[src/sv/mcr_pkg.sv]
// ----------------------------------------------------------------------------
// mcr_pkg
// shared constants, types and pixel arithmetic for the circle rasterizer
// ----------------------------------------------------------------------------
package mcr_pkg;

    localparam int COORD_BITS    = 10;
    localparam int PIXEL_BITS    = 12;
    localparam int COLOR_BITS    = 4;
    // offsets are signed and one step may leave y at -1
    localparam int OFF_BITS      = COORD_BITS + 2;
    // decision value stays within about +/- 4 * radius
    localparam int DEC_BITS      = COORD_BITS + 5;
    localparam int SUM_BITS      = (COORD_BITS + 1 > PIXEL_BITS) ? COORD_BITS + 1 : PIXEL_BITS;
    localparam int CFG_DATA_BITS = (COORD_BITS > COLOR_BITS) ? COORD_BITS : COLOR_BITS;
    localparam int CFG_IDX_BITS  = 2;
    localparam int QUEUE_DEPTH   = 2;
    localparam int QPTR_BITS     = (QUEUE_DEPTH > 1) ? $clog2(QUEUE_DEPTH) : 1;
    localparam int QCNT_BITS     = $clog2(QUEUE_DEPTH + 1);
    localparam int PIX_PER_STEP  = 8;
    localparam int PIX_IDX_BITS  = $clog2(PIX_PER_STEP);

    localparam logic [COLOR_BITS-1:0] PEN_RESET = COLOR_BITS'(4);

    typedef enum logic [CFG_IDX_BITS-1:0] {
        CFG_CENTER_X  = 2'd0,
        CFG_CENTER_Y  = 2'd1,
        CFG_RADIUS_PX = 2'd2,
        CFG_PEN_COLOR = 2'd3
    } cfg_index_t;

    typedef logic [COORD_BITS-1:0] coord_t;
    typedef logic [COORD_BITS:0]   offset_t;
    typedef logic [COLOR_BITS-1:0] color_t;
    typedef logic [PIXEL_BITS-1:0] pixel_t;

    // one octant step handed from front to back
    typedef struct packed {
        offset_t x;
        offset_t y;
        logic    done;
    } step_t;

    // queue head as seen by the back end
    typedef struct packed {
        logic  valid;
        step_t step;
    } head_t;

    // center plus or minus offset, wrapped to the pixel width
    function automatic pixel_t pix_coord(coord_t c, offset_t o, logic neg);
        logic [SUM_BITS-1:0] s;
        s = neg ? (SUM_BITS'(c) - SUM_BITS'(o)) : (SUM_BITS'(c) + SUM_BITS'(o));
        return s[PIXEL_BITS-1:0];
    endfunction

endpackage

[src/sv/mcr_front.sv]
// ----------------------------------------------------------------------------
// mcr_front
// accepts step requests, runs the midpoint recurrence, queues drawing steps
// ----------------------------------------------------------------------------
module mcr_front (
    input  logic            clk,
    input  logic            rst_n,
    input  logic            in_valid,
    output logic            in_stall,
    input  logic            restart,
    input  mcr_pkg::coord_t radius_px,
    output logic            push,
    output mcr_pkg::step_t  push_step,
    input  logic            queue_full
);
    import mcr_pkg::*;

    logic signed [OFF_BITS-1:0] off_x_reg, off_x_next;
    logic signed [OFF_BITS-1:0] off_y_reg, off_y_next;
    logic signed [DEC_BITS-1:0] dec_reg, dec_next;
    logic                       drawing_reg, drawing_next;

    logic                       accept;
    logic                       drawing_eff;
    logic                       emit;
    logic                       done;
    logic signed [OFF_BITS-1:0] x_eff, y_eff, x_upd, y_upd;
    logic signed [DEC_BITS-1:0] d_eff, d_upd, x_ext, y_ext;

    assign in_stall = queue_full;
    assign accept   = in_valid & ~queue_full;

    always_comb
    begin
        // restart reloads from the radius register
        x_eff       = restart ? '0 : off_x_reg;
        y_eff       = restart ? OFF_BITS'(radius_px) : off_y_reg;
        d_eff       = restart ? (DEC_BITS'(3) - (DEC_BITS'(radius_px) << 1)) : dec_reg;
        drawing_eff = restart | drawing_reg;
        emit        = drawing_eff && (x_eff <= y_eff);

        x_ext = DEC_BITS'(x_eff);
        y_ext = DEC_BITS'(y_eff);
        x_upd = x_eff + OFF_BITS'(1);
        if (d_eff[DEC_BITS-1])
        begin
            d_upd = d_eff + (x_ext <<< 2) + DEC_BITS'(6);
            y_upd = y_eff;
        end
        else
        begin
            d_upd = d_eff + ((x_ext - y_ext) <<< 2) + DEC_BITS'(10);
            y_upd = y_eff - OFF_BITS'(1);
        end
        done = x_upd > y_upd;

        off_x_next   = off_x_reg;
        off_y_next   = off_y_reg;
        dec_next     = dec_reg;
        drawing_next = drawing_reg;
        if (accept)
        begin
            if (emit)
            begin
                off_x_next   = x_upd;
                off_y_next   = y_upd;
                dec_next     = d_upd;
                drawing_next = ~done;
            end
            else
            begin
                off_x_next   = x_eff;
                off_y_next   = y_eff;
                dec_next     = d_eff;
                drawing_next = 1'b0;
            end
        end
    end

    always_ff @(posedge clk or negedge rst_n)
    begin
        if (!rst_n)
        begin
            off_x_reg   <= '0;
            off_y_reg   <= '0;
            dec_reg     <= '0;
            drawing_reg <= 1'b0;
        end
        else
        begin
            off_x_reg   <= off_x_next;
            off_y_reg   <= off_y_next;
            dec_reg     <= dec_next;
            drawing_reg <= drawing_next;
        end
    end

    assign push           = accept & emit;
    assign push_step.x    = x_eff[COORD_BITS:0];
    assign push_step.y    = y_eff[COORD_BITS:0];
    assign push_step.done = done;

endmodule

[src/sv/mcr_queue.sv]
// ----------------------------------------------------------------------------
// mcr_queue
// short step queue between the recurrence front and the pixel back end
// ----------------------------------------------------------------------------
module mcr_queue (
    input  logic           clk,
    input  logic           rst_n,
    input  logic           push,
    input  mcr_pkg::step_t push_step,
    output logic           full,
    output mcr_pkg::head_t head,
    input  logic           pop
);
    import mcr_pkg::*;

    step_t                mem_reg [QUEUE_DEPTH];
    logic [QPTR_BITS-1:0] wr_ptr_reg, wr_ptr_next;
    logic [QPTR_BITS-1:0] rd_ptr_reg, rd_ptr_next;
    logic [QCNT_BITS-1:0] count_reg, count_next;

    function automatic logic [QPTR_BITS-1:0] ptr_inc(logic [QPTR_BITS-1:0] p);
        return (p == QPTR_BITS'(QUEUE_DEPTH - 1)) ? '0 : p + QPTR_BITS'(1);
    endfunction

    assign full       = (count_reg == QCNT_BITS'(QUEUE_DEPTH));
    assign head.valid = (count_reg != '0);
    assign head.step  = mem_reg[rd_ptr_reg];

    always_comb
    begin
        wr_ptr_next = push ? ptr_inc(wr_ptr_reg) : wr_ptr_reg;
        rd_ptr_next = pop ? ptr_inc(rd_ptr_reg) : rd_ptr_reg;
        count_next  = count_reg;
        if (push && !pop)
        begin
            count_next = count_reg + QCNT_BITS'(1);
        end
        else if (pop && !push)
        begin
            count_next = count_reg - QCNT_BITS'(1);
        end
    end

    always_ff @(posedge clk)
    begin
        if (push)
        begin
            mem_reg[wr_ptr_reg] <= push_step;
        end
    end

    always_ff @(posedge clk or negedge rst_n)
    begin
        if (!rst_n)
        begin
            wr_ptr_reg <= '0;
            rd_ptr_reg <= '0;
            count_reg  <= '0;
        end
        else
        begin
            wr_ptr_reg <= wr_ptr_next;
            rd_ptr_reg <= rd_ptr_next;
            count_reg  <= count_next;
        end
    end

    a_no_push_when_full: assert property (@(posedge clk) disable iff (!rst_n)
        push |-> !full)
        else $error("step pushed into a full queue");

    a_no_pop_when_empty: assert property (@(posedge clk) disable iff (!rst_n)
        pop |-> head.valid)
        else $error("step popped from an empty queue");

    a_count_bound: assert property (@(posedge clk) disable iff (!rst_n)
        count_reg <= QCNT_BITS'(QUEUE_DEPTH))
        else $error("queue count beyond depth");

    a_count_grows: assert property (@(posedge clk) disable iff (!rst_n)
        (push && !pop) |=> (count_reg == $past(count_reg) + QCNT_BITS'(1)))
        else $error("queue count did not follow a push");

endmodule

[src/sv/mcr_back.sv]
// ----------------------------------------------------------------------------
// mcr_back
// expands each queued step into eight mirrored pixels, one per cycle unless out_stall holds them
// ----------------------------------------------------------------------------
module mcr_back (
    input  logic            clk,
    input  logic            rst_n,
    input  mcr_pkg::head_t  head,
    output logic            pop,
    input  mcr_pkg::coord_t center_x,
    input  mcr_pkg::coord_t center_y,
    input  mcr_pkg::color_t pen_color,
    output logic            out_valid,
    input  logic            out_stall,
    output mcr_pkg::pixel_t pixel_x,
    output mcr_pkg::pixel_t pixel_y,
    output mcr_pkg::color_t pixel_color,
    output logic            last_of_step,
    output logic            circle_done
);
    import mcr_pkg::*;

    logic [PIX_IDX_BITS-1:0] idx_reg, idx_next;
    logic                    out_valid_reg, out_valid_next;
    pixel_t                  pixel_x_reg, pixel_x_next;
    pixel_t                  pixel_y_reg, pixel_y_next;
    color_t                  color_reg, color_next;
    logic                    last_reg, last_next;
    logic                    done_reg, done_next;

    logic                    load;
    logic                    is_last;
    offset_t                 off_a, off_b;

    assign load    = ~out_valid_reg | ~out_stall;
    assign is_last = (idx_reg == PIX_IDX_BITS'(PIX_PER_STEP - 1));
    assign pop     = load & head.valid & is_last;

    always_comb
    begin
        // upper half of the sequence swaps the roles of x and y
        off_a = idx_reg[2] ? head.step.y : head.step.x;
        off_b = idx_reg[2] ? head.step.x : head.step.y;

        idx_next       = idx_reg;
        out_valid_next = out_valid_reg;
        pixel_x_next   = pixel_x_reg;
        pixel_y_next   = pixel_y_reg;
        color_next     = color_reg;
        last_next      = last_reg;
        done_next      = done_reg;
        if (load)
        begin
            out_valid_next = head.valid;
            if (head.valid)
            begin
                idx_next     = idx_reg + PIX_IDX_BITS'(1);
                pixel_x_next = pix_coord(center_x, off_a, idx_reg[0]);
                pixel_y_next = pix_coord(center_y, off_b, ~idx_reg[1]);
                color_next   = pen_color;
                last_next    = is_last;
                done_next    = is_last & head.step.done;
            end
        end
    end

    always_ff @(posedge clk or negedge rst_n)
    begin
        if (!rst_n)
        begin
            idx_reg       <= '0;
            out_valid_reg <= 1'b0;
        end
        else
        begin
            idx_reg       <= idx_next;
            out_valid_reg <= out_valid_next;
        end
    end

    always_ff @(posedge clk)
    begin
        pixel_x_reg <= pixel_x_next;
        pixel_y_reg <= pixel_y_next;
        color_reg   <= color_next;
        last_reg    <= last_next;
        done_reg    <= done_next;
    end

    assign out_valid    = out_valid_reg;
    assign pixel_x      = pixel_x_reg;
    assign pixel_y      = pixel_y_reg;
    assign pixel_color  = color_reg;
    assign last_of_step = last_reg;
    assign circle_done  = done_reg;

endmodule

[src/sv/midpoint_circle_rasterizer_top.sv]
// ----------------------------------------------------------------------------
// midpoint_circle_rasterizer_top
// eight-way symmetric midpoint circle generator with a step request interface
// ----------------------------------------------------------------------------
// each word on the input channel is one step request; restart=1 reloads the
// offsets from the radius register before stepping. a step that still lies
// in the first octant produces eight pixel words on the output channel, one
// per cycle unless out_stall holds them, the last one flagged last_of_step
// and, for the step that closes the circle, circle_done. a step on an idle or
// finished circle produces no words and skips the queue. the front end
// takes one request per cycle as long as its two-entry step queue has room;
// the single pixel port sets the sustained rate. a pixel passes through the
// step queue and the output register. center, radius and color must be
// written only while the block is idle; the block does not enforce this.
// ----------------------------------------------------------------------------
module midpoint_circle_rasterizer_top (
    input  logic                                clk,
    input  logic                                rst_n,
    // step request channel
    input  logic                                in_valid,
    output logic                                in_stall,
    input  logic                                restart,
    // pixel channel
    output logic                                out_valid,
    input  logic                                out_stall,
    output mcr_pkg::pixel_t                     pixel_x,
    output mcr_pkg::pixel_t                     pixel_y,
    output mcr_pkg::color_t                     pixel_color,
    output logic                                last_of_step,
    output logic                                circle_done,
    // configuration write channel
    input  logic                                cfg_valid,
    output logic                                cfg_ready,
    input  logic [mcr_pkg::CFG_IDX_BITS-1:0]    cfg_index,
    input  logic [mcr_pkg::CFG_DATA_BITS-1:0]   cfg_data
);
    import mcr_pkg::*;

    coord_t center_x_reg;
    coord_t center_y_reg;
    coord_t radius_reg;
    color_t pen_color_reg;

    logic   cfg_write;
    logic   push;
    step_t  push_step;
    logic   queue_full;
    head_t  head;
    logic   pop;

    // configuration registers accept a write every cycle
    assign cfg_ready = 1'b1;
    assign cfg_write = cfg_valid & cfg_ready;

    always_ff @(posedge clk or negedge rst_n)
    begin
        if (!rst_n)
        begin
            center_x_reg  <= '0;
            center_y_reg  <= '0;
            radius_reg    <= '0;
            pen_color_reg <= PEN_RESET;
        end
        else if (cfg_write)
        begin
            case (cfg_index_t'(cfg_index))
                CFG_CENTER_X:  center_x_reg  <= cfg_data[COORD_BITS-1:0];
                CFG_CENTER_Y:  center_y_reg  <= cfg_data[COORD_BITS-1:0];
                CFG_RADIUS_PX: radius_reg    <= cfg_data[COORD_BITS-1:0];
                CFG_PEN_COLOR: pen_color_reg <= cfg_data[COLOR_BITS-1:0];
                default:       ;
            endcase
        end
    end

    // recurrence: one request per cycle while the queue has room, drawing steps go to the queue
    mcr_front u_front (
        .clk        (clk),
        .rst_n      (rst_n),
        .in_valid   (in_valid),
        .in_stall   (in_stall),
        .restart    (restart),
        .radius_px  (radius_reg),
        .push       (push),
        .push_step  (push_step),
        .queue_full (queue_full)
    );

    // decouples request acceptance from pixel output back-pressure
    mcr_queue u_queue (
        .clk       (clk),
        .rst_n     (rst_n),
        .push      (push),
        .push_step (push_step),
        .full      (queue_full),
        .head      (head),
        .pop       (pop)
    );

    // mirror expansion into the registered pixel port
    mcr_back u_back (
        .clk          (clk),
        .rst_n        (rst_n),
        .head         (head),
        .pop          (pop),
        .center_x     (center_x_reg),
        .center_y     (center_y_reg),
        .pen_color    (pen_color_reg),
        .out_valid    (out_valid),
        .out_stall    (out_stall),
        .pixel_x      (pixel_x),
        .pixel_y      (pixel_y),
        .pixel_color  (pixel_color),
        .last_of_step (last_of_step),
        .circle_done  (circle_done)
    );

endmodule
[config.mk]
export PLATFORM = sky130hd
export DESIGN_NAME = midpoint_circle_rasterizer_top
export DESIGN_NICKNAME = d
export VERILOG_FILES = /design/src/sv/mcr_pkg.sv /design/src/sv/mcr_front.sv /design/src/sv/mcr_queue.sv /design/src/sv/mcr_back.sv /design/src/sv/midpoint_circle_rasterizer_top.sv
export SDC_FILE = /design/constraint.sdc
export NUM_CORES = 1
export LEC_CHECK = 0
export ABC_AREA = 1
export BUFFER_PORTS_ARGS = -buffer_cell sky130_fd_sc_hd__buf_2
export CAP_MARGIN = 20
export CORE_MARGIN = 2
export CORE_UTILIZATION = 45
export DETAILED_ROUTE_END_ITERATION = 16
export GPL_ROUTABILITY_DRIVEN = 0
export PLACE_DENSITY = 0.69
export SYNTH_ARGS = -nofsm -noshare
export SYNTH_HDL_FRONTEND = slang
export SYNTH_HIERARCHICAL = 1
export SYNTH_SLANG_ARGS = --single-unit
[constraint.sdc]
create_clock -name clk -period 4.35 [get_ports clk]
set_input_delay 0.87 -clock clk [delete_from_list [all_inputs] [get_ports clk]]
set_output_delay 0.87 -clock clk [all_outputs]
set_load 0.02 [all_outputs]
# Word-level counts from Yosys, hierarchy flattened
# Memory sizes are Yosys's and may differ from the RTL's.
# Cells that the tools add are included.
dict set report op_classes {
  eq_ne 5
  addsub 17
  magnitude_cmp 2
  reduce_logical 13
  n_bitwise 11
  muxes 19
}
# cell n
set op_table {}
lappend op_table {{two-way mux 12 bit} 7}
lappend op_table {{two-way mux 15 bit} 3}
lappend op_table {{adder 10 x 11 -> 12 bit} 2}
lappend op_table {{subtractor 10 x 11 -> 12 bit} 2}
lappend op_table {{two-way mux 11 bit} 2}
lappend op_table {{adder 15 x 14 -> 15 bit} 1}
lappend op_table {{adder 15 bit} 1}
lappend op_table {{adder 15 x 4 -> 15 bit, second input constant} 1}
lappend op_table {{adder 15 x 5 -> 15 bit, second input constant} 1}
lappend op_table {{subtractor 12 x 12 -> 13 bit} 1}
lappend op_table {{adder 12 x 2 -> 12 bit, second input constant} 1}
lappend op_table {{> comparator 12 bit} 1}
lappend op_table {{<= comparator 12 bit} 1}
lappend op_table {{subtractor 12 x 2 -> 12 bit, second input constant} 1}
lappend op_table {{subtractor 2 x 11 -> 12 bit, first input constant} 1}
lappend op_table {{AND reduction 2 bit} 5}
lappend op_table {{equality test 2 bit, second input constant} 3}
lappend op_table {{bitwise AND 1 bit} 5}
lappend op_table {{two-way mux 1 bit} 5}
lappend op_table {{two-way mux 2 bit} 2}
lappend op_table {{inverter 1 bit} 4}
lappend op_table {{nonzero test 2 bit} 2}
lappend op_table {{adder 3 x 1 -> 3 bit, second input constant} 1}
lappend op_table {{equality test 3 bit, second input constant} 1}
lappend op_table {{8 further kinds} 13}
dict set report word_totals {
  ram_bits 46
  ff_bits 112
  memories 1
  in_bits 18
}
# memory depth word_bits read_ports rd_ports_with_merged_regs wr line
set mem_list {}
lappend mem_list {u_queue.mem_reg 2 23 1 0 1 mcr_queue.sv:16} ;# step_t mem_reg [QUEUE_DEPTH];

# Logic depth before layout (Yosys ltp)
# Gate-level depths: netlist of the first run.
dict set report depth {
  word_depth 8
  ltp_mapped 29
}

# Hierarchy
# Netlist of the first run, hierarchy kept.
# mod seq_area_each_um2 area_each_um2 instances cells_per_inst
set by_module_without_submodules {}
lappend by_module_without_submodules {mcr_front 975.9 5592.9 1 882}
lappend by_module_without_submodules {mcr_back 1001.0 2941.6 1 379}
lappend by_module_without_submodules {mcr_queue 1481.4 1969.4 1 97}
lappend by_module_without_submodules {midpoint_circle_rasterizer_top 852.1 1463.9 1 156}

# Worst setup path after synthesis of the first run
# Ideal clock, no wire load.
dict set report synth_timing {
  path_type {input to register}
  from {input port restart}
  to {register u_front.dec_reg[11]}
  slack_ns -0.241
  required_time_ns 4.227
  arrival_time_ns 4.468
  cell_stages 21
  setup_ns 0.123
  cell_sequence {buf_6 > buf_6 > buf_4 > clkbuf_1 > nor2_1 > inv_1 > ha_1 > fa_1 > o21ai_0 > a31oi_1 > xnor2_1 > ha_1 > ha_1 > inv_1 > o21ai_0 > a31oi_1 > nand4_1 > nand3_1 > o21ai_0 > o21ai_0 > nand2_1}
}
# item line
set synth_rtl {}
lappend synth_rtl {{from (decl)} midpoint_circle_rasterizer_top.sv:22} ;# input logic restart,
lappend synth_rtl {{to (signal assigned)} mcr_front.sv:93} ;# dec_reg <= dec_next;
lappend synth_rtl {{to (decl)} mcr_front.sv:20} ;# logic signed [DEC_BITS-1:0] dec_reg, dec_next;

==> results.txt, run 1 <==
The maximum clock path buffer count is 2. The average wire per standard cell is 15.4 um. The count of unresolved DRC violations after routing came out at 0. The warning count from the yosys run is 6. The total wire length came out at 29.8 mm.

The floorplan row count is 59. Fill cells in the final layout number 2470. In the synthesized netlist the dominant register cell turns out to be sky130_fd_sc_hd__dfrtp_1. The depth of the CTS H-tree came out at 4. The sequential power share is 21.4%. The largest net degree at the start of global routing came out at 60. The count of cells along the worst register-to-register path is 27. The per-cell via count in the routed design came out at 5.32. The die is 167 um tall. The worst setup path is launched from a primary input. After legalization and detailed placement, the total HPWL measured 22.8 mm. The CTS clock-pin slew for the worst setup and hold paths came out at 0.07 ns. In this run the tool buffered the top-level ports with 49 buffer cells.

From synthesis to final layout, the design area changed by 11.8%. Across all setup checks in the final design, the least slack found is 0.371 ns. The detail route stage leaves a number of antenna-violating nets equal to 0. The worst hold path depth is 0. In the finished design, the share of the clock period the worst path needs comes to 91.5%. The die covers 0.0279 mm2.

The mean area per synthesized cell is 7.90 um2. The sum of overflow across all layers after global routing came out at 0. The final sum of negative setup slack is 0 ns.

The synthesized instance count came out at 1514. The area of the mapped netlist came out at 0.0120 mm2. The initial core utilization is 45.9%. Measured against its own limit, the worst slew margin works out to 46.7%.

The number of unique standard cell types used by synthesis is 52. 51 I/O pins were placed. The share of final-layout standard cells stronger than drive strength 1 is 13.8%. The placement-stage worst setup slack came out at -0.0856 ns. For this design the total switching power over the nets is 5.71 mW.

The number of antenna violations at the first check in global routing came out at 0. The overall via count from detail_route came out at 10300. For the finished layout, the period the worst path requires is 3.98 ns.

The data required time of the critical path is 4.67 ns. The post-synthesis async set-or-reset flop share came out at 51.6%. The number of iterations in the first detailed-routing pass came out at 8. TritonCTS built the clock tree. The critical path capture point type is a flop. The power share of the combinational group is 65.6%. The worst-case clock skew came out at 0.0121 ns. The worst path arrival time came out at 4.30 ns. Measured along the x axis, the die boundary spans 167 um. Setup repair after global routing left no endpoint under its margin. The final net count came out at 1721.

The number of slew-limit violations in the final report came out at 0. The hold violation total from the final report is 0. The ratio of total power to cell area is 884 mW/mm2. The sequential-to-total area share from yosys stat came out at 36.0%.

The measured slew at the worst slew-check pin is 0.799 ns. The class of the most critical hold timing path is flop to flop. Along the worst path, the maximum fanout reaches 11. The number of diodes came out at 0. The via count of the first global-routing pass came to 9916. The number of buffers created by CTS is 17.

The number of register bits inferred by synthesis came out at 157. The critical path class is primary input to flop. The fraction of power spent switching nets came out at 48.3%.

The clock latency of the later-clocked register in the worst-skew pair is 0.43 ns. The post-CTS repair timing setup buffer count came out at 0. The total core area is 0.0261 mm2. The synthesized net count came out at 1641. The first-pass GRT wire length came out at 49.6 mm. CTS placed an instance of sky130_fd_sc_hd__clkbuf_16 at the clock tree root. The tool flagged a number of max-cap violations equal to 0. The TritonCTS sink count is 157. The analysis attributes to cell leakage a power of 6.75 nW.

The startpoint of the worst register-to-register path is radius_reg[2]. The cell-internal power came out at 6.11 mW. The flow ran to the end, and the final reports show no timing, DRC or antenna violations. The register with the most flip-flops in the layout has 46 of them. The largest voltage drop on the vdd net is 701 uV.

The final count of negative-setup-slack endpoints is 0. The power share of the clock group came out at 12.9%. Based on the critical path, the design can be clocked at up to 251 MHz. The global-route usage over all layers is 22.0%.

The count of routing violations after the opening detailed-route iteration came out at 726. In this run the worst setup path begins at restart. The launch instance of the worst min-delay path is pen_color_reg[1]. The number of enable-type register cells in the synthesized netlist is 76.
critical path, stage by stage:
cell and delay (ns):
sky130_fd_sc_hd__clkbuf_4 0.19, sky130_fd_sc_hd__buf_12 0.18, sky130_fd_sc_hd__nor2_2 0.13, sky130_fd_sc_hd__inv_1 0.07, sky130_fd_sc_hd__ha_1 0.21, sky130_fd_sc_hd__fa_1 0.42
sky130_fd_sc_hd__o21ai_2 0.24, sky130_fd_sc_hd__a31oi_1 0.16, sky130_fd_sc_hd__xnor2_1 0.16, sky130_fd_sc_hd__ha_1 0.28, sky130_fd_sc_hd__ha_1 0.38, sky130_fd_sc_hd__inv_1 0.07
sky130_fd_sc_hd__o21ai_0 0.31, sky130_fd_sc_hd__a31oi_1 0.11, sky130_fd_sc_hd__nand3_1 0.09, sky130_fd_sc_hd__nand2_1 0.05, sky130_fd_sc_hd__nand3_1 0.07, sky130_fd_sc_hd__o21ai_0 0.07
sky130_fd_sc_hd__o21ai_0 0.16, sky130_fd_sc_hd__nand2_1 0.06
power by group through the flow:
| stage | registers, mW | clock network (mW) | logic [mW] |
|---|---|---|---|
| 5_1_grt | 2.59 | 1.63 | 8.76 |
| 3_5_place_dp | 2.56 | 0 | 7.66 |
| 6_report | 2.54 | 1.53 | 7.76 |
| 3_3_place_gp | 2.56 | 0 | 7.48 |
| 4_1_cts | 2.54 | 1.56 | 7.71 |
| 2_1_floorplan | 2.69 | 0 | 5.72 |
metrics by stage:
step	hold slack (ns)	util, %	cell area, um2	total power [mW]	cells
detailed placement	0.441	49.0	12800	10.2	1910
floorplan	0.425	-	12000	8.41	1514
CTS	0.458	51.3	13400	11.8	1942
global route	0.481	51.3	13400	13.0	1942
global placement	0.435	48.9	12700	10.0	1909
finish	0.460	51.3	13400	11.8	1942
cell families (layout without fill, tap and decap cells):
family / Yosys count / after routing / share of synthesized area, %
XOR/XNOR: 78 / 78 / 5.71
other: 1 / 1 / 0.0313
AO/OA/AOI/OAI: 210 / 210 / 9.81
multiplexers: 23 / 23 / 2.76
buffers and inverters: 237 / 330 / 9.00
adder cells (fa/ha/maj): 109 / 109 / 11.7
AND/OR/NAND/NOR: 699 / 699 / 25.0
flip-flops: 157 / 157 / 36.0
layout make-up:
class	instances	area [um2]	area share, %
multi-input cells	1120	6600	49.3
clock inverters	9	98.8	0.739
inverters	191	719	5.38
repair buffers	107	718	5.37
clock buffers	23	510	3.82
well taps	335	419	3.13
flip-flops and latches	157	4310	32.2
synth_stat cells, drive strengths merged, types with 25 or more instances:
cell type	count	area share, %
nand2	447	14
dfrtp	80	17
nor2	97	3.5
xnor2	25	1.8
nand4	38	2.0
edfxtp	76	19
buf	39	2.8
o21ai	114	5.3
ha	104	11
nand3	96	4.1
xor2	53	3.9
a21oi	69	2.9
inv	188	5.9
final timing paths:
path,to,slack [ns]
worst max-delay path,u_front/dec_reg[11],0.37
worst min-delay path,u_back/pixel_color[1],0.46
worst max register to register,u_front/dec_reg[14],0.63
worst min register to register,u_back/pixel_color[1],0.46
max in group asynchronous,u_front/off_y_reg[9],2.92
min in group asynchronous,u_front/dec_reg[4],0.52
cells in the final DEF, fill, tap and decap left out, drive strengths merged, types with 9 or more instances in the layout:
master and instances:
ha 104, mux2 23, buf 106, a31oi 9, xor2 53, o21ai 114, nand4 38, clkbuf 24
nand2 447, inv 191, nand3 96, a21oi 69, edfxtp 76, nor3 13, dfrtp 80, xnor2 25
nor2 97
repair_timing:
action / in CTS / in global routing
hold buffers: 0 / 0
resized for setup: 0 / 2
setup endpoints to repair: 0 / 3
routing by layer:
metal	wire (um)	GRT usage, %	up-vias
met5	0	0	-
met1	13000	28.5	4741
met3	1730	3.61	62
met4	1030	9.26	0
met2	14100	36.4	358
li1	-	-	5164
No activity file was read; power rests on OpenSTA's default activity.
==> run 2, diff against run 1 <==
PLACE_DENSITY = 0.72   (was 0.69)
clock period = 3.2 ns   (was 4.35 ns; I/O delays follow)
==> results.txt, run 2 (synthesis gave the netlist of run 1 again) <==
The number of slew-limit violations in the final report is 0. The worst setup path is captured at a flop. The worst path arrival time came out at 3.82 ns. The final net count is 1908. The count of unresolved DRC violations after routing came out at 0. The floorplan step defined a die boundary enclosing 0.0279 mm2. The flow ran to the end, but the final reports show violations.

The CTS clock-pin slew for the worst setup and hold paths is 0.07 ns. The count of routing violations after the opening detailed-route iteration is 886. The number of hold buffers added after CTS was 0. The largest net degree at the start of global routing is 82.

The number of buffers created by CTS came out at 17. 0 antenna diodes ended up in the layout. The core region is 0.0261 mm2. The maximum frequency from static timing analysis came out at 286 MHz.

The relative slew slack came out at 58.1%. The final count of negative-setup-slack endpoints came out at 10. The hold violation total from the final report is 0. The synthesis-to-finish area growth came out at 33.7%. The class of the most critical hold timing path is primary input to asynchronous set/reset pin. The HPWL after detailed placement is 24.6 mm. The top fanout value on the critical path came out at 5. The routed design could run at a clock period as short as 3.49 ns. The clock latency of the later-clocked register in the worst-skew pair came out at 0.44 ns. The first-pass GRT wire length is 53.5 mm. Max-cap violations in this run came to 0. The via count of the first global-routing pass is 10900. Leaving out fill and tap cells, the most frequent cells in the layout are sky130_fd_sc_hd__nand2_1 (397), sky130_fd_sc_hd__buf_4 (232), sky130_fd_sc_hd__inv_1 (153). The global-route usage over all layers came out at 23.6%. The count of fill cells added during filler insertion came out at 2034. The data required time of the critical path is 3.53 ns. The flip-flop count of the largest register after layout came out at 46. The overall via count from detail_route is 11600. The number of antenna violations at the first check in global routing is 0.

The total wire length is 35.3 mm. The kind of launch point of the worst setup path is a flop. The depth of the CTS H-tree came out at 4. The per-cell via count in the routed design is 5.44. After layout, the worst setup slack is -0.293 ns. The number of I/O pins is 51. The tree is rooted in a sky130_fd_sc_hd__clkbuf_16. TritonCTS built the clock tree. The vertical extent of the die came out at 167 um.

The worst-case clock skew came out at 0.0172 ns. The count of nets left with antenna violations after detail routing came out at 0. The count of input and output buffers came out at 49. The final sum of negative setup slack came out at -1.98 ns. The sum of overflow across all layers after global routing came out at 0. The maximum clock path buffer count came out at 2. The die width came out at 167 um. The checks that failed: negative setup slack.

Setup repair after global routing could not meet its margin everywhere. The library cell used most frequently in the layout, excluding fill and tap cells, is sky130_fd_sc_hd__nand2_1. For this configuration, the core starts out at a cell density of 45.9%. Cells with a size suffix above 1 make up 33.7% of the layout. The TritonCTS sink count came out at 157. The fraction of the cycle the final worst path needs came out at 109%. The measured slew at the worst slew-check pin is 0.628 ns. The first detailed-routing pass took 5 iterations. The floorplan row count came out at 59. The average wire per standard cell is 16.6 um. The critical path class is flop to flop.
[run 2: changes by cell type in the layout (fill, tap and decap cells not counted), sizes merged]
cell      previous run  this run
clkinv               7         8
clkinvlp             1         2
buf                106       293
bufinv               1         0
inv                191       195
clkbuf              24        19
[run 2: per-layer routing]
layer | vias to the layer above | wire [um] | GRT usage [%]
met3 | 102 | 1720 | 2.73
met4 | 0 | 1580 | 10.0
met5 | - | 0 | 0
met1 | 5508 | 14400 | 29.5
li1 | 5526 | - | -
met2 | 442 | 17600 | 41.3
[run 2: what timing repair did]
item	4_1_cts	5_1_grt
buffers inserted	19	29
endpoints found under the setup margin	19	97
gates resized for setup	58	164
gates cloned	0	1
pin swaps	41	97
endpoints found under the hold margin	0	0
[run 2: critical path, stage by stage, from the launching register on]
cell                      delay, ns
sky130_fd_sc_hd__dfrtp_2       0.44
sky130_fd_sc_hd__nand2_2       0.09
sky130_fd_sc_hd__inv_2         0.05
sky130_fd_sc_hd__a21oi_4       0.17
sky130_fd_sc_hd__buf_6         0.14
sky130_fd_sc_hd__inv_4         0.04
sky130_fd_sc_hd__fa_2          0.39
sky130_fd_sc_hd__o21ai_4       0.21
sky130_fd_sc_hd__buf_4         0.16
sky130_fd_sc_hd__buf_6         0.10
sky130_fd_sc_hd__xor2_4        0.16
sky130_fd_sc_hd__ha_4          0.23
sky130_fd_sc_hd__ha_4          0.32
sky130_fd_sc_hd__nand2_4       0.09
sky130_fd_sc_hd__nor2_2        0.15
sky130_fd_sc_hd__a21oi_2       0.08
sky130_fd_sc_hd__xnor2_1       0.13
sky130_fd_sc_hd__o21ai_1       0.22
sky130_fd_sc_hd__nand2_1       0.09
sky130_fd_sc_hd__nand2_1       0.08
sky130_fd_sc_hd__nand2_1       0.04
[run 2: per-stage QoR]
step                      hold WS, ns  worst slack, ns  instances  cell area (um2)  util [%]
after floorplan                 0.344           -0.658       1514            12300         -
final                           0.220           -0.293       2129            16000      61.4
after CTS                       0.251           -0.156       2105            15100      58.0
after detailed placement        0.430           -0.735       2054            14100      54.3
after global routing            0.255           -0.492       2129            16000      61.4
after global placement          0.433           -0.660       2054            14100      54.3
[run 2: path summary, 6_finish.rpt]
kind | startpoint | end | slack [ns] | cells after the start
worst max-delay path | radius_reg[1] | u_front/dec_reg[8] | -0.29 | 20
worst min-delay path | rst_n | radius_reg[1] | 0.22 | 2
worst max register to register | radius_reg[1] | u_front/dec_reg[8] | -0.29 | 20
worst min register to register | pen_color_reg[1] | u_back/pixel_color[1] | 0.45 | 0
max in group asynchronous | rst_n | u_back/idx_reg[2] | 2.57 | 2
min in group clk | out_stall | u_back/out_valid | 0.44 | 3
[run 2: cell type report]
type	instances	area [um2]	share of cell area, %
Clock inverter	14	160	1.00
Tap cell	335	419	2.62
Inverter	191	742	4.64
Clock buffer	18	450	2.81
Timing Repair Buffer	294	2220	13.8
Sequential cell	157	4320	27.0
Multi-Input combinational cell	1120	7700	48.1
Power of run 2 is not shown: default switching activity piles up to over one toggle a cycle in this logic, so the estimate is an artifact.
